$ cat src/hdl/ebn_pkg.sv
// Shared types, constants and tables of the ERB band and bin feature normalizer.
package ebn_pkg;

    localparam int BINS        = 481;
    localparam int BANDS       = 32;
    localparam int DF_BINS_DEF = 96;

    localparam int BIN_W  = 9;
    localparam int BAND_W = 5;
    localparam int FILL_W = 7;
    localparam int SMP_W  = 24;

    localparam int QUEUE_DEPTH = 4;
    localparam int QPTR_W      = 2;

    // Register indexes of the configuration port
    localparam logic [1:0] REG_SMOOTHING = 2'd0;
    localparam logic [1:0] REG_DIVISOR   = 2'd1;
    localparam logic [1:0] REG_LOG_EN    = 2'd2;

    localparam logic [15:0] SMOOTHING_RST = 16'd64880;
    localparam logic [7:0]  DIVISOR_RST   = 8'd40;
    localparam logic        LOG_EN_RST    = 1'b1;

    localparam logic signed [SMP_W-1:0] SAT_MAX = 24'sh7FFFFF;
    localparam logic signed [SMP_W-1:0] SAT_MIN = 24'sh800000;

    // 1e-10 in Q2.46 and 10*log10(2) in Q2.28
    localparam logic [63:0] DB_EPS      = 64'd7037;
    localparam logic [30:0] TEN_LOG10_2 = 31'd808071242;

    // Bins per ERB band, lowest band first
    localparam logic [FILL_W-1:0] BAND_WIDTH [BANDS] = '{
        7'd2,  7'd2,  7'd2,  7'd2,  7'd2,  7'd2,  7'd2,  7'd2,
        7'd2,  7'd2,  7'd2,  7'd2,  7'd2,  7'd5,  7'd5,  7'd7,
        7'd7,  7'd8,  7'd10, 7'd12, 7'd13, 7'd15, 7'd18, 7'd20,
        7'd24, 7'd28, 7'd31, 7'd37, 7'd42, 7'd50, 7'd56, 7'd67
    };

    // One classified bin, handed from the front end to the datapath
    typedef struct packed {
        logic signed [SMP_W-1:0] re;
        logic signed [SMP_W-1:0] im;
        logic                    restart;
        logic                    fend;
        logic                    wrap_clear;
        logic                    do_bin;
        logic [BIN_W-1:0]        bin_idx;
        logic                    band_close;
        logic [BAND_W-1:0]       band_idx;
        logic [FILL_W-1:0]       width;
    } job_t;

endpackage

$ cat src/hdl/ebn_fifo.sv
// Short request queue between the front end and the datapath.
module ebn_fifo (
    input  logic          aclk,
    input  logic          aresetn,
    input  logic          push,
    input  ebn_pkg::job_t wr_job,
    output logic          full,
    input  logic          pop,
    output ebn_pkg::job_t rd_job,
    output logic          empty
);

    ebn_pkg::job_t                  mem_reg [ebn_pkg::QUEUE_DEPTH];
    logic [ebn_pkg::QPTR_W-1:0]     wr_ptr_reg, wr_ptr_next;
    logic [ebn_pkg::QPTR_W-1:0]     rd_ptr_reg, rd_ptr_next;
    logic [ebn_pkg::QPTR_W:0]       count_reg, count_next;

    assign full   = (count_reg == (ebn_pkg::QPTR_W+1)'(ebn_pkg::QUEUE_DEPTH));
    assign empty  = (count_reg == '0);
    assign rd_job = mem_reg[rd_ptr_reg];

    // Advance pointers and occupancy
    always_comb begin
        wr_ptr_next = push ? wr_ptr_reg + 1'b1 : wr_ptr_reg;
        rd_ptr_next = pop ? rd_ptr_reg + 1'b1 : rd_ptr_reg;
        count_next  = count_reg;
        if (push && !pop) begin
            count_next = count_reg + 1'b1;
        end else if (pop && !push) begin
            count_next = count_reg - 1'b1;
        end
    end

    always_ff @(posedge aclk) begin
        if (!aresetn) begin
            wr_ptr_reg <= '0;
            rd_ptr_reg <= '0;
            count_reg  <= '0;
        end else begin
            wr_ptr_reg <= wr_ptr_next;
            rd_ptr_reg <= rd_ptr_next;
            count_reg  <= count_next;
        end
        if (push) begin
            mem_reg[wr_ptr_reg] <= wr_job;
        end
    end

    a_no_overflow: assert property (@(posedge aclk) disable iff (!aresetn)
        (push && !pop) |=> (count_reg == $past(count_reg) + 1'b1))
        else $error("queue count did not follow a push");

endmodule

$ cat config.mk
export PLATFORM = sky130hd
export DESIGN_NAME = ebn_fifo
export DESIGN_NICKNAME = d
export VERILOG_FILES = /design/src/hdl/ebn_pkg.sv /design/src/hdl/ebn_fifo.sv
export SDC_FILE = /design/constraint.sdc
export NUM_CORES = 1
export LEC_CHECK = 0
export BUFFER_PORTS_ARGS = -buffer_cell sky130_fd_sc_hd__buf_4
export CAP_MARGIN = 20
export CELL_PAD_IN_SITES_DETAIL_PLACEMENT = 0
export CELL_PAD_IN_SITES_GLOBAL_PLACEMENT = 1
export CORE_AREA = 4 4 198 200
export DETAILED_ROUTE_END_ITERATION = 8
export DIE_AREA = 0 0 202 204
export PLACE_DENSITY_LB_ADDON = 0.1
export SLEW_MARGIN = 15
export SYNTH_ARGS = -nofsm -noshare
export SYNTH_HDL_FRONTEND = slang
export SYNTH_SLANG_ARGS = --single-unit
$ cat constraint.sdc
create_clock -name aclk -period 4.8 [get_ports aclk]
set_clock_uncertainty 0.15 [all_clocks]
set_input_delay 0.72 -clock aclk [delete_from_list [all_inputs] [get_ports aclk]]
set_output_delay 0.72 -clock aclk [all_outputs]
set_load 0.05 [all_outputs]
==> results.ini, run 1 <==
[routing]
wirelength_um=23600
drc=0
postRouteAntennaNets=0
num_vias=4981
drtIter0Drc=237
drt-pass1-iter-count=6
post_drt_wl_per_cell_um=20.6
viasPerCell=4.34

[critical_path]
critical_path_class=reg2out
worst_ep_arrival_time_ps=2380
crit_buf_inv=2
crit_top_cell=buf_4
r2r_slack_ps=2570
start_kind=flop
critPathTopFamily=flip-flops
crit_slowest_cell=dfxtp_4
r2r-end=mem_reg[2][56]$_DFFE_PP_
path_max_fanout=21
critPathCaptureType=output pin
critPathRequiredTime_ps=3930
max_stage_delay_ps=660
critical_path_cell_count=3
rr_worst_depth=4
rr_startpoint=wr_ptr_reg[0]$_SDFFE_PN0P_
path_cells=buf_4, mux4_2, buf_4

[sta]
fin_crit_ps=3250
worstMarginPinSlew_ps=976
rsz0062_at_grt=false
setup-tns-final_ps=0
setup_violations=0
finalCritPeriodShare_pct=67.8
holdWs_ps=252
slew_violations=0
hold_violations=0
max_slew_margin_pct=34.9
clock.fmax_mhz=307

[min_path]
min_path_type=in2reg
holdPathStages=1
worstHoldStart=wr_job[30]
min_to=mem_reg[0][30]$_DFFE_PP_

[synthesis]
synth_fp_nets=513
ys_types=21
synth_top_area_share_pct=79.9
seq_area_frac_synth_pct=81.5
netlist_area_mm2=0.0111
ys_warn_count=0
yosysTopAreaCell=edfxtp_1
ys_seq_elements=305
synth_area_leaders=edfxtp_1 80%, mux4_2 15%, dfxtp_1 1.6%, buf_6 0.71%, ha_1 0.56%
syn_inst=429
avgSynthCellArea_um2=25.9

[floorplanning]
fp.dieW_um=202
dieHeight_um=204
rows=71
initial_core_util_pct=29.7
die_area_mm2=0.0412
num_io_pins=154
fp.coreArea_mm2=0.0374

[layout]
postLayoutCellArea_mm2=0.0140
layout.cells.non_filler=1148
antenna-diode-count=0
layout_common_cells=296 x edfxtp_1, 164 x buf_4, 74 x mux4_2, 37 x clkbuf_16, 10 x clkbuf_1
layout-drive-gt1-share_pct=45.4
final_common_cell=edfxtp_1
syn_to_final_growth_pct=26.1
largest_reg_flops=296
final_nets=701

[status]
outcome=finished clean

[place]
place_area_mm2=0.0129
dpl.hpwl_um=13900
gp_congestion=0.686
dpl.cell_count=1090
portBuffers=153

[clocking]
cts_tree=yes
cts.sinks=305
post-cts-setup-buffers=0
cts_inserted_buffers=36
clock_path_buffers=3
ctsResizeCount=0
root_buffer=clkbuf_16
htree_levels=2
clk_latency_ps=500
clk_pin_slew_ps=60
ctsHoldBuffers=0

[global_routing]
grt_max_degree=55
grt_usage_pct=11.5
grt_pass1_vias=5654
grt_pass1_wl_um=35600
antenna_found_initial=0
globalRoute.totalOverflow=0

[power_and_ir_drop]
netSwitchingFraction_pct=24.7
p_per_area_mw_per_mm2=470
pwr-share-comb_pct=14.4
pwr-share-clk_pct=38.4
internal_power_mw=4.96
power_switching_mw=1.63
power_mw=6.59
p_leak_nw=4.68
power_frac_seq_pct=47.2
peakVddDrop_v=0.000284

[flow_run]
drv_cap=0

[worst reg2reg max path: stages, from the launching register on]
cell,delay (ps)
dfxtp_1,340
inv_1,90
ha_1,150
and2_4,790
buf_4,390
[worst max-delay path by stage]
stage	from	endpoint	slack [ps]
after detailed placement	flop	rd_job[50]	1970
after global routing	flop	rd_job[50]	1330
after CTS	flop	rd_job[50]	1410
after global placement	flop	rd_job[13]	1910
final	flop	rd_job[50]	1550
after floorplan	push	mem_reg[0][0]$_DFFE_PP_	1760
[cells by family (layout without fill, tap and decap cells)]
logic type | count (synthesis) | count (layout) | share of synthesized area [%]
XOR/XNOR | 5 | 5 | 0.394
multiplexers | 76 | 76 | 15.2
buffers and inverters | 20 | 228 | 1.26
AO/OA/AOI/OAI | 2 | 2 | 0.112
adder cells (fa/ha/maj) | 6 | 6 | 0.742
flip-flops | 305 | 305 | 81.5
AND/OR/NAND/NOR | 15 | 15 | 0.821
[stage by stage]
step	utilization [%]	setup slack, ps
after CTS	37.5	1410
after global routing	37.5	1330
after floorplan	-	1760
after global placement	34.5	1910
final	37.5	1550
after detailed placement	34.6	1970
[Yosys cell counts]
library cell    n
a21boi_0        1
and2_1          9
buf_2           7
buf_4           1
buf_6           7
clkbuf_1        1
dfxtp_1         9
edfxtp_1      296
fa_1            1
ha_1            5
inv_1           4
mux2i_1         2
mux4_2         74
nand2_1         1
nor2b_1         2
nor3_1          1
nor3b_1         1
o21ai_0         1
or3_1           1
xnor2_1         2
xor2_1          3
[power groups by stage]
| stage | Combinational, mW | Clock [mW] | Sequential [mW] |
|---|---|---|---|
| 2_1_floorplan | 0.657 | 0 | 3.14 |
| 3_3_place_gp | 0.944 | 0 | 3.18 |
| 3_5_place_dp | 0.972 | 0 | 3.17 |
| 4_1_cts | 0.974 | 2.62 | 3.11 |
| 5_1_grt | 1.01 | 2.74 | 3.12 |
| 6_report | 0.948 | 2.53 | 3.11 |
[routing by layer]
metal / global-route usage [%] / part of all wire, % / vias up
met1: 14.3 / 42 / 2610
li1: - / - / 2208
met4: 3.66 / 2.5 / 0
met3: 3.40 / 5.9 / 38
met5: 0 / 0 / -
met2: 19.4 / 50 / 125
[cell type report]
type                    instances  area (µm²)
repair buffers                166        1280
clock inverters                11         128
clock buffers                  47         963
well taps                     511         639
multi-input cells             104        1930
fillers                      3428       23400
flip-flops and latches        305        9080
inverters                       4        15.0
No activity file was read; power rests on OpenSTA's default activity.
==> run 2, diff against run 1 <==
==> constraint.sdc (replaced) <==
create_clock -name aclk -period 3.1 [get_ports aclk]
set_clock_uncertainty 0.15 [all_clocks]
set_input_delay 0.465 -clock aclk [delete_from_list [all_inputs] [get_ports aclk]]
set_output_delay 0.465 -clock aclk [all_outputs]
set_load 0.05 [all_outputs]
==> run 2 against run 1 <==
Global-route usage is 0.42 points higher; via count increased by 6.6%; critical path depth stayed put; die area did not move; count of clock-buffer cells in the layout is 1 lower; first-iteration DRC count is 23% lower; clock power rose by 51%; non-clock buffer count rose by 74; core utilization up 2.1 points; critical path type unchanged; largest cell class unchanged.
==> results.ini, run 2 (synthesized netlist as in run 1, its figures left out) <==
[status]
outcome=finished clean

[sta]
fin_crit_ps=2890
fin_ws_ps=211  ; -1340 ps
slew_violations=0  ; unchanged
setup_violations=0  ; unchanged
finalCritPeriodShare_pct=93.2
max_slew_margin_pct=63.2  ; +28 points
clock.fmax_mhz=346
rsz0062_at_grt=false
hold_violations=0  ; unchanged
setup-tns-final_ps=0  ; unchanged
worstMarginPinSlew_ps=552  ; -424 ps

[floorplanning]
fp.coreArea_mm2=0.0374  ; unchanged
dieHeight_um=204  ; unchanged
rows=71  ; unchanged
fp.dieW_um=202  ; unchanged
initial_core_util_pct=29.7  ; unchanged
die_area_mm2=0.0412  ; unchanged
num_io_pins=154  ; unchanged

[clocking]
cts_tree=yes
htree_levels=2  ; unchanged
clk_pin_slew_ps=50  ; about the same
cts.sinks=305  ; unchanged
post-cts-setup-buffers=0  ; unchanged
clk_latency_ps=520  ; +20 ps
cts_inserted_buffers=36  ; unchanged
ctsResizeCount=0  ; unchanged
ctsHoldBuffers=74  ; +74
clock_path_buffers=3  ; unchanged
root_buffer=clkbuf_16

[global_routing]
grt_pass1_wl_um=37100  ; +4.3%
antenna_found_initial=0  ; unchanged
grt_max_degree=40  ; -27%
grt_pass1_vias=6100  ; +7.9%
grt_usage_pct=11.9  ; +0.42 points
globalRoute.totalOverflow=0  ; unchanged

[layout]
final_nets=775  ; +11%
layout_common_cells=296 x edfxtp_1, 159 x buf_4, 74 x mux4_2, 74 x dlygate4sd3_1, 37 x clkbuf_16
multi_input_area_mm2=0.00193  ; unchanged
layout-drive-gt1-share_pct=40.7  ; -4.7 points
syn_to_final_growth_pct=33.1
final_common_cell=edfxtp_1
seq_area_mm2=0.00908  ; unchanged
final.fill_count=3383  ; -1.3%
largest_reg_flops=296  ; unchanged
antenna-diode-count=0  ; unchanged

[place]
pre_cts_ws_ps=644  ; -1330 ps
portBuffers=153  ; unchanged
gp_congestion=0.674  ; -1.6%
dpl.hpwl_um=14400  ; +3.4%

[critical_path]
r2r_slack_ps=1190  ; -1380 ps
rr_startpoint=wr_ptr_reg[0]$_SDFFE_PN0P_
critPathCaptureType=output pin
worst_ep_arrival_time_ps=2270  ; -110 ps
r2r-end=mem_reg[2][50]$_DFFE_PP_
start_kind=flop
critical_path_class=reg2out
rr_worst_depth=4  ; unchanged
critPathRequiredTime_ps=2480  ; -1450 ps
path_max_fanout=32  ; +52%

[min_path]
holdPathStages=2  ; +1
min_path_type=in2reg
worstHoldStart=aresetn

[power_and_ir_drop]
p_per_area_mw_per_mm2=689  ; +47%
p_leak_nw=4.99  ; +6.7%
peakVddDrop_v=0.000393  ; +38%

[routing]
drt-pass1-iter-count=4  ; -2
num_vias=5310  ; +6.6%
drtIter0Drc=182  ; -23%
post_drt_wl_per_cell_um=19.8  ; -3.9%
viasPerCell=4.33  ; -0.18%
drc=0  ; unchanged
postRouteAntennaNets=0  ; unchanged
wirelength_um=24200  ; +2.6%

[flow_run]
drv_cap=0  ; unchanged

-- run 2: changes by cell type in the layout (fill, tap and decap cells not counted), moves of 3 or more --
cell | previous run | this run
buf_12 | 1 | 7
buf_4 | 164 | 159
clkbuf_1 | 10 | 7
clkinv_1 | 5 | 10
dlygate4sd3_1 | 0 | 74
-- run 2: stage by stage --
step | total power, mW | util (%) | cells | instance area [µm²] | hold WS, ps
global placement | 6.40 | 34.7 | 1090 | 13000 | 337
floorplan | 5.88 | - | 429 | 11100 | 322
global route | 10.7 | 39.6 | 1226 | 14800 | 48.0
CTS | 10.4 | 39.6 | 1226 | 14800 | 18.2
detailed placement | 6.42 | 34.7 | 1090 | 13000 | 358
finish | 10.2 | 39.6 | 1226 | 14800 | 62.8
-- run 2: critical path, stage by stage, from the launching register on --
cell     delay [ps]
dfxtp_4         600
buf_12          340
mux4_2          590
buf_4           210
-- run 2: how the worst max path moves through the flow --
stage / from / end / slack, ps / cells after the start
2_1_floorplan: wr_ptr_reg[0]$_SDFFE_PN0P_ / mem_reg[0][0]$_DFFE_PP_ / 240 / 3
3_3_place_gp: flop / rd_job[68] / 640 / 3
3_5_place_dp: flop / rd_job[68] / 640 / 3
4_1_cts: flop / rd_job[68] / 60 / 3
5_1_grt: flop / rd_job[68] / 20 / 3
6_report: flop / rd_job[68] / 210 / 3
-- run 2: cell type report --
| type | count | share of cell area [%] |
|---|---|---|
| Clock inverter | 16 | 0.659 |
| Tap cell | 511 | 4.32 |
| Multi-Input combinational cell | 104 | 13.0 |
| Sequential cell | 305 | 61.3 |
| Inverter | 4 | 0.101 |
| Timing Repair Buffer | 240 | 14.0 |
| Clock buffer | 46 | 6.62 |
-- run 2: report_power, final --
part           leakage [nW]  switching [mW]  total [mW]  internal [mW]
registers              2.79          0.0755        4.81           4.74
clock network         0.520            1.53        3.83           2.30
logic                  1.68           0.972        1.56          0.593
-- run 2: per-layer routing --
metal	vias up	track usage [%]	wire, µm
li1	2359	-	-
met1	2788	15.0	10400
met2	124	19.9	12000
met3	39	3.78	1340
met4	0	3.44	517
met5	-	0	0
