`config.mk`:
```
export PLATFORM = sky130hd
export DESIGN_NAME = ebn_front
export DESIGN_NICKNAME = d
export VERILOG_FILES = /design/src/hdl/ebn_pkg.sv /design/src/hdl/ebn_front.sv
export SDC_FILE = /design/constraint.sdc
export NUM_CORES = 1
export LEC_CHECK = 0
export BUFFER_PORTS_ARGS = -buffer_cell sky130_fd_sc_hd__buf_2
export CAP_MARGIN = 20
export CORE_ASPECT_RATIO = 1.25
export CORE_MARGIN = 2
export CORE_UTILIZATION = 33
export DETAILED_ROUTE_END_ITERATION = 8
export PLACE_DENSITY = 0.75
export SLEW_MARGIN = 30
export SYNTH_ARGS = -nofsm -noshare
export SYNTH_HDL_FRONTEND = slang
export SYNTH_SLANG_ARGS = --single-unit
export TNS_END_PERCENT = 1
```
`constraint.sdc`:
```
create_clock -name aclk -period 3.5 [get_ports aclk]
set_input_delay 0.35 -clock aclk [delete_from_list [all_inputs] [get_ports aclk]]
set_output_delay 0.35 -clock aclk [all_outputs]
set_load 0.02 [all_outputs]
```
`src/hdl/ebn_pkg.sv`:
```
// Shared types, constants and tables of the ERB band and bin feature normalizer.
package ebn_pkg;

    localparam int BINS        = 481;
    localparam int BANDS       = 32;
    localparam int DF_BINS_DEF = 96;

    localparam int BIN_W  = 9;
    localparam int BAND_W = 5;
    localparam int FILL_W = 7;
    localparam int SMP_W  = 24;

    localparam int QUEUE_DEPTH = 4;
    localparam int QPTR_W      = 2;

    // Register indexes of the configuration port
    localparam logic [1:0] REG_SMOOTHING = 2'd0;
    localparam logic [1:0] REG_DIVISOR   = 2'd1;
    localparam logic [1:0] REG_LOG_EN    = 2'd2;

    localparam logic [15:0] SMOOTHING_RST = 16'd64880;
    localparam logic [7:0]  DIVISOR_RST   = 8'd40;
    localparam logic        LOG_EN_RST    = 1'b1;

    localparam logic signed [SMP_W-1:0] SAT_MAX = 24'sh7FFFFF;
    localparam logic signed [SMP_W-1:0] SAT_MIN = 24'sh800000;

    // 1e-10 in Q2.46 and 10*log10(2) in Q2.28
    localparam logic [63:0] DB_EPS      = 64'd7037;
    localparam logic [30:0] TEN_LOG10_2 = 31'd808071242;

    // Bins per ERB band, lowest band first
    localparam logic [FILL_W-1:0] BAND_WIDTH [BANDS] = '{
        7'd2,  7'd2,  7'd2,  7'd2,  7'd2,  7'd2,  7'd2,  7'd2,
        7'd2,  7'd2,  7'd2,  7'd2,  7'd2,  7'd5,  7'd5,  7'd7,
        7'd7,  7'd8,  7'd10, 7'd12, 7'd13, 7'd15, 7'd18, 7'd20,
        7'd24, 7'd28, 7'd31, 7'd37, 7'd42, 7'd50, 7'd56, 7'd67
    };

    // One classified bin, handed from the front end to the datapath
    typedef struct packed {
        logic signed [SMP_W-1:0] re;
        logic signed [SMP_W-1:0] im;
        logic                    restart;
        logic                    fend;
        logic                    wrap_clear;
        logic                    do_bin;
        logic [BIN_W-1:0]        bin_idx;
        logic                    band_close;
        logic [BAND_W-1:0]       band_idx;
        logic [FILL_W-1:0]       width;
    } job_t;

endpackage

```
`src/hdl/ebn_front.sv`:
```
// Front end: accepts bins, tracks bin/band position and classifies each request.
module ebn_front #(
    parameter int DF_BINS = ebn_pkg::DF_BINS_DEF
) (
    input  logic                     aclk,
    input  logic                     aresetn,
    input  logic                     s_tvalid,
    output logic                     s_tready,
    input  logic [47:0]              s_tdata,
    input  logic                     s_tlast,
    input  logic                     s_tuser,
    input  logic                     q_full,
    output logic                     q_push,
    output ebn_pkg::job_t            q_job
);

    logic [ebn_pkg::BIN_W-1:0]  bin_pos_reg, bin_pos_next;
    logic [ebn_pkg::BAND_W-1:0] band_pos_reg, band_pos_next;
    logic [ebn_pkg::FILL_W-1:0] fill_reg, fill_next;
    logic [ebn_pkg::FILL_W-1:0] width;
    logic [ebn_pkg::FILL_W-1:0] fill_inc;
    logic                       close;
    logic                       wrap;

    assign s_tready = !q_full;
    assign q_push   = s_tvalid && s_tready;

    // Classify the bin against the band table
    assign width    = ebn_pkg::BAND_WIDTH[band_pos_reg];
    assign fill_inc = fill_reg + 1'b1;
    assign close    = (fill_inc >= width);
    assign wrap     = s_tlast || (bin_pos_reg == ebn_pkg::BIN_W'(ebn_pkg::BINS - 1));

    always_comb begin
        q_job.re         = s_tdata[23:0];
        q_job.im         = s_tdata[47:24];
        q_job.restart    = s_tuser;
        q_job.fend       = s_tlast;
        q_job.wrap_clear = wrap;
        q_job.do_bin     = (bin_pos_reg < ebn_pkg::BIN_W'(DF_BINS));
        q_job.bin_idx    = bin_pos_reg;
        q_job.band_close = close;
        q_job.band_idx   = band_pos_reg;
        q_job.width      = width;
    end

    // Advance positions; frame end or last bin returns all to zero
    always_comb begin
        bin_pos_next  = bin_pos_reg;
        band_pos_next = band_pos_reg;
        fill_next     = fill_reg;
        if (q_push) begin
            if (wrap) begin
                bin_pos_next  = '0;
                band_pos_next = '0;
                fill_next     = '0;
            end else begin
                bin_pos_next = bin_pos_reg + 1'b1;
                if (close) begin
                    band_pos_next = (band_pos_reg == ebn_pkg::BAND_W'(ebn_pkg::BANDS - 1)) ?
                                    '0 : band_pos_reg + 1'b1;
                    fill_next     = '0;
                end else begin
                    fill_next = fill_inc;
                end
            end
        end
    end

    always_ff @(posedge aclk) begin
        if (!aresetn) begin
            bin_pos_reg  <= '0;
            band_pos_reg <= '0;
            fill_reg     <= '0;
        end else begin
            bin_pos_reg  <= bin_pos_next;
            band_pos_reg <= band_pos_next;
            fill_reg     <= fill_next;
        end
    end

    a_frame_start: assert property (@(posedge aclk) disable iff (!aresetn)
        (bin_pos_reg == '0) |-> (band_pos_reg == '0 && fill_reg == '0))
        else $error("band position not at zero at frame start");

endmodule

```
==> metrics, run 1 <==
Post-synth EDFFs 0; Register Area 423 um2; CTS sink cnt 21; largest net degree at the start of global routing 16; pwr/cell area 238 nW/um2; Sw Pwr 0.111 mW; GR Util All Layers 12.2%; Final WS setup 0.328 ns; die height 90.5 um; Clk pwr share 35.9%; routability congestion estimate 0.806; first-pass GRT wire length 6.78 mm; LEAKAGE 0.844 nW; dpl cell area roughly 1800 um2; Ys Warns 0; Final Instance Area 1870 um2; number of flip-flops under the largest register name 9; Worst R2R End band_pos_reg[4]$_SDFFE_PN0P_; first-iteration detailed-routing DRC count 21; slew margin rel. between 60% and 70%; vias after detailed routing 1473; crit path time final approximately 3.2 ns; Net Count, Synth 312; critical path class flip-flop to output pin; period utilization around 91%; Avg Inst Size Synth 8.24 um2; routed wire length between 3 and 4 mm; FILL cells 594; GRT overflow 0; IO Count 130; Power Internal between 0.3 and 0.4 mW; row count 31; Reg power frac 54.7%; initial antenna violation count 0; Layout Cells excl Fill 285; most frequent cells in the layout buf_2 (31), nand2_1 (21), dfxtp_1 (19); Mapped Cells 240; width of the die 73.2 um; worst-margin pin slew 0.588 ns; area of the multi-input gates 1080 um2; number of H-tree levels 1; Netlist cell types 46; largest family of logic cells by synthesized area buffers and inverters; startpoint types flip-flop; HP Class input pin to flip-flop; Critical Path RT 3.15 ns; Post-Synth Simple-Gate Area 19.6%; die footprint between 6000 and 7000 um2; Slew Viols, Final 0; DRC viols 0; Core Area between 5000 and 6000 um2; post-synthesis instance area 1980 um2; Post-DRT Antenna Nets 0; TritonCTS clock tree yes; P&R area growth vs syn -5.57%; CP Max Fanout 8; clock latency on the worst-skew pair 0.26 ns; most used flip-flop cell after synthesis dfxtp_1; Hold Startpoint s_tlast; Final setup viols 0; combinational share of power a little under a tenth; CTS clk-pin slew, worst paths around 0.080 ns; post-synthesis compound-gate area fraction roughly 17%; Vias/cell 5.17; Ant. Diodes 0; fmax between 300 and 400 MHz; final HPWL from detailed placement 2.98 mm; reg-to-reg setup timing slack 0.58 ns; synthesis-stage register bit count 21; commonest non-fill, non-tap cell in the layout buf_2; # nets final 292; post-synthesis adder-cell area fraction between 10% and 20%; sequential fraction of the synthesis area 21.3%; Net Sw Frac 25.0%; Post-CTS Setup Bufs 0; XOR/XNOR share of the synthesized area between 5 and 6%; port buffer count 31; status completed; total iterations of the first detailed-routing run 4; largest buffer count on any clock path 2; routed len/inst 13.4 um; Crit. End Element output pin; reg2reg start band_pos_reg[3]$_SDFFE_PN0P_; pre-CTS WS 0.447 ns; proportion of synthesized flip-flops having asynchronous set or reset 0%; worst r2r path cells 12; layout cells sized above 1 22.8%; Max-cap violations 0; hold endpoint fill_reg[2]$_SDFFE_PN0P_; Worst Hold Depth 4; Starting Density 34.2%; root buf cell clkbuf_8; Worst VDD drop 0.151 mV; dpl cells 281; WP data arrival about 2.8 ns; cts bufs inserted 3; RSZ-0062 raised after global routing no; vias in the first global route 1446; clk_skew 0.00126 ns; worst hold slack 0.457 ns; total negative slack 0 ns; final hold viol count 0; mux cell area share after synthesis 1.65%
## final cells by class
| cell class | instances | area share (%) |
|---|---|---|
| repair buffers | 34 | 9.52 |
| clock buffers | 3 | 2.21 |
| well taps | 66 | 4.42 |
| clock inverters | 1 | 0.268 |
| inverters | 16 | 3.22 |
| multi-input cells | 144 | 57.7 |
| flip-flops and latches | 21 | 22.7 |
## routing by layer
layer	global-route usage (%)	routed length (um)	vias to the layer above	part of all wire, %
li1	-	-	722	-
met5	0	0	-	0
met4	6.17	123	0	3.2
met3	1.67	194	22	5.1
met1	15.2	1570	698	41
met2	20.0	1920	31	50
## cell usage after synthesis (2+ instances only)
library cell	number	share of area (%)
inv_1	14	2.7
o21ai_0	7	1.8
a21oi_1	4	1.0
and2_1	9	2.8
xor2_1	5	2.2
inv_2	2	0.38
xnor2_1	7	3.1
a21o_1	3	1.1
o21a_1	2	0.76
a32o_1	6	3.0
nor2_1	16	3.0
nand3_1	9	2.3
and3_1	3	0.95
nand2b_1	3	0.95
ha_1	18	11
nand2_1	21	4.0
dfxtp_1	21	21
nor3_1	2	0.51
buf_4	53	20
clkbuf_1	6	1.1
o2bb2ai_1	3	1.3
a31oi_1	2	0.63
## per-stage QoR
| stage | power (mW) | utilization (%) |
|---|---|---|
| 3_3_place_gp | 0.291 | 31.4 |
| 3_5_place_dp | 0.291 | 31.4 |
| 5_1_grt | 0.466 | 32.3 |
| 2_1_floorplan | 0.361 | - |
| 4_1_cts | 0.447 | 32.2 |
| 6_report | 0.445 | 32.3 |
## worst max-delay path, stage by stage (launching register included)
cell and delay (ns):
dfxtp_2 0.40, inv_1 0.12, ha_1 0.38, mux2i_1 0.15, nor2_1 0.05, o21ai_0 0.26
ha_1 0.30, a21o_1 0.18, a221oi_1 0.27, o21a_2 0.25, inv_2 0.06, buf_2 0.15
## worst max path at each step
| stage | startpoint | end | slack, ns | depth (start not counted) |
|---|---|---|---|---|
| floorplan | band_pos_reg[0]$_SDFFE_PN0P_ | q_job[12] | 0.54 | 12 |
| CTS | band_pos_reg[1]$_SDFFE_PN0P_ | q_job[12] | 0.16 | 11 |
| global route | band_pos_reg[0]$_SDFFE_PN0P_ | q_job[12] | 0.08 | 11 |
| detailed placement | band_pos_reg[1]$_SDFFE_PN0P_ | q_job[12] | 0.45 | 11 |
| global placement | band_pos_reg[1]$_SDFFE_PN0P_ | q_job[12] | 0.55 | 11 |
| finish | band_pos_reg[0]$_SDFFE_PN0P_ | q_job[12] | 0.33 | 11 |
## power groups by stage
stage / Sequential, mW / Clock (mW) / Combinational, mW
2_1_floorplan: 0.249 / 0 / 0.112
3_3_place_gp: 0.249 / 0 / 0.0420
3_5_place_dp: 0.249 / 0 / 0.0423
4_1_cts: 0.243 / 0.161 / 0.0424
5_1_grt: 0.244 / 0.176 / 0.0469
6_report: 0.243 / 0.160 / 0.0422
## cells by family (layout without fill, tap and decap cells)
group                    after synthesis  count (layout)
buffers and inverters                 75              54
AND/OR/NAND/NOR                       72              72
AO/OA/AOI/OAI                         40              40
flip-flops                            21              21
adder cells (fa/ha/maj)               18              18
XOR/XNOR                              12              12
multiplexers                           2               2
## what timing repair did
action	CTS	global route
hold endpoints to repair	0	0
endpoints found under the setup margin	0	1
resized for setup	0	3
hold buffers	0	0
No activity file was read; power rests on OpenSTA's default activity.
==> inputs of run 2 (changes only) <==
--- a/config.mk
+++ b/config.mk
@@ -9,9 +9,10 @@
 export CAP_MARGIN = 20
 export CORE_ASPECT_RATIO = 1.25
 export CORE_MARGIN = 2
-export CORE_UTILIZATION = 33
+export CORE_UTILIZATION = 43
+export CTS_CLUSTER_SIZE = 16
 export DETAILED_ROUTE_END_ITERATION = 8
-export PLACE_DENSITY = 0.75
+export PLACE_DENSITY = 0.92
 export SLEW_MARGIN = 30
 export SYNTH_ARGS = -nofsm -noshare
 export SYNTH_HDL_FRONTEND = slang
==> metrics, run 2 (synthesis results as in run 1) <==
reg-to-reg setup timing slack ~0.6 ns; # nets final 292; DRC viols 0; Vias/cell approximately 5.4; Critical Path Sink q_job[12]; WP depth 11; CTS sink cnt 21; CTS Hold Bufs 0; GRT overflow 0; Slew Viols, Final 0; Max-cap violations 0; Core Area 4430 um2; worst-margin pin slew 0.556 ns; startpoint types flip-flop; CP most frequent cell ha_1; Starting Density 44.7%; Pwr Total ~0.44 mW; die footprint about 5200 um2; Final setup viols 0; CTS clk-pin slew, worst paths 0.08 ns; most frequent cells in the layout buf_2 (31), nand2_1 (21), dfxtp_1 (20); width of the die 64.6 um; Crit. End Element output pin; cts bufs inserted 3; vias after detailed routing between 1k and 1.5k; worst hold slack between 0.4 and 0.5 ns; commonest non-fill, non-tap cell in the layout buf_2; total iterations of the first detailed-routing run 4; critical path cell sequence inv_1, ha_1, mux2i_1, nor2_1, o21ai_0, ha_1, a21o_1, a221oi_1, o21a_2, inv_2, buf_2; first-pass GRT wire length approximately 6.3 mm; TritonCTS clock tree yes; first-iteration detailed-routing DRC count 37; critical path buffer and inverter count 3; largest net degree at the start of global routing 16; pwr/cell area between 200 and 250 nW/um2; Worst R2R End fill_reg[3]$_SDFFE_PN0P_; HP Class input pin to flip-flop; WP data arrival 2.88 ns; routability congestion estimate 0.828; RSZ-0062 raised after global routing no; number of flip-flops under the largest register name 9; die height 79.8 um; GR Util All Layers 15.3%; port buffer count 31; P&R area growth vs syn -6.14%; number of H-tree levels 1; reg2reg start band_pos_reg[0]$_SDFFE_PN0P_; worst r2r path cells 12; period utilization between 90% and 100%; Critical Path RT roughly 3.2 ns; initial antenna violation count 0; Post-DRT Antenna Nets 0; Worst Setup SP band_pos_reg[0]$_SDFFE_PN0P_; slowest stage cell, crit path dfxtp_1; fmax 310 MHz; final HPWL from detailed placement 2.96 mm; slowest cell delay on critical path between 0.4 and 0.5 ns; routed len/inst between 10 and 15 um; final hold viol count 0; Ant. Diodes 0; LEAKAGE 0.843 nW; root buf cell clkbuf_8; clock latency on the worst-skew pair 0.26 ns; critical path class flip-flop to output pin; status completed; crit path time final 3.23 ns; vias in the first global route approximately 1.4k; CP Max Fanout 8; largest buffer count on any clock path 2; delay-heaviest family, CP compound AO/OA/AOI/OAI gates; IO Count 130; row count 27; Worst VDD drop 0.215 mV; clk_skew between 0.004 and 0.005 ns; layout cells sized above 1 22.4%; routed wire length 3.77 mm; total negative slack 0 ns; slew margin rel. 62.8%
[run 2: cell types whose count changed in the layout (fill, tap and decap cells not counted)]
cell / previous run / this run
dfxtp_2: 2 / 1
dfxtp_1: 19 / 20
[run 2: what timing repair did]
item                                    CTS  global route
setup buffers                             0             0
resized for setup                         0             2
endpoints found under the setup margin    0             1
[run 2: where the power goes]
| part | total [mW] | switching (mW) | internal, mW |
|---|---|---|---|
| clock network | 0.158 | 0.0784 | 0.0794 |
| registers | 0.243 | 0.00256 | 0.241 |
| logic | 0.0418 | 0.0278 | 0.0140 |
[run 2: worst min path at each step]
stage,startpoint,endpoint,slack (ns),depth (start not counted)
floorplan,aresetn,band_pos_reg[0]$_SDFFE_PN0P_,0.49,2
global placement,bin_pos_reg[1]$_SDFFE_PN0P_,bin_pos_reg[1]$_SDFFE_PN0P_,0.49,2
detailed placement,bin_pos_reg[1]$_SDFFE_PN0P_,bin_pos_reg[1]$_SDFFE_PN0P_,0.50,2
CTS,s_tlast,fill_reg[2]$_SDFFE_PN0P_,0.46,4
global route,s_tlast,fill_reg[2]$_SDFFE_PN0P_,0.47,4
finish,s_tlast,fill_reg[2]$_SDFFE_PN0P_,0.46,4
[run 2: layout make-up]
type / count / area [um2]
Clock buffer: 3 / 41.3
Clock inverter: 1 / 5.00
Fill cell: 443 / 2570
Inverter: 16 / 60.1
Multi-Input combinational cell: 144 / 1080
Sequential cell: 21 / 422
Tap cell: 58 / 72.6
Timing Repair Buffer: 34 / 178
[run 2: metrics by stage]
stage               util [%]  instances  setup slack (ns)  cell area, um2
floorplan                  -        240             0.540            1980
global placement        40.8        273             0.563            1810
detailed placement      40.8        273             0.468            1810
CTS                     41.9        277             0.168            1850
global route            41.9        277            0.0766            1860
finish                  41.9        277             0.272            1860
[run 2: metal layers]
| metal | share of wire (%) | vias up | GRT usage (%) |
|---|---|---|---|
| met5 | 0 | - | 0 |
| met4 | 2.7 | 0 | 8.72 |
| met3 | 5.9 | 21 | 2.68 |
| met2 | 48 | 48 | 26.8 |
| met1 | 43 | 695 | 17.3 |
| li1 | - | 724 | - |
[run 2: worst register-to-register path, cell delays in order (launching register included)]
cell,delay (ns)
dfxtp_1,0.46
inv_1,0.16
ha_1,0.39
mux2i_1,0.15
nor2_1,0.05
o21ai_0,0.22
ha_1,0.28
a21o_1,0.19
a221oi_1,0.26
o21a_2,0.25
buf_4,0.16
a32o_1,0.17
and2_1,0.12
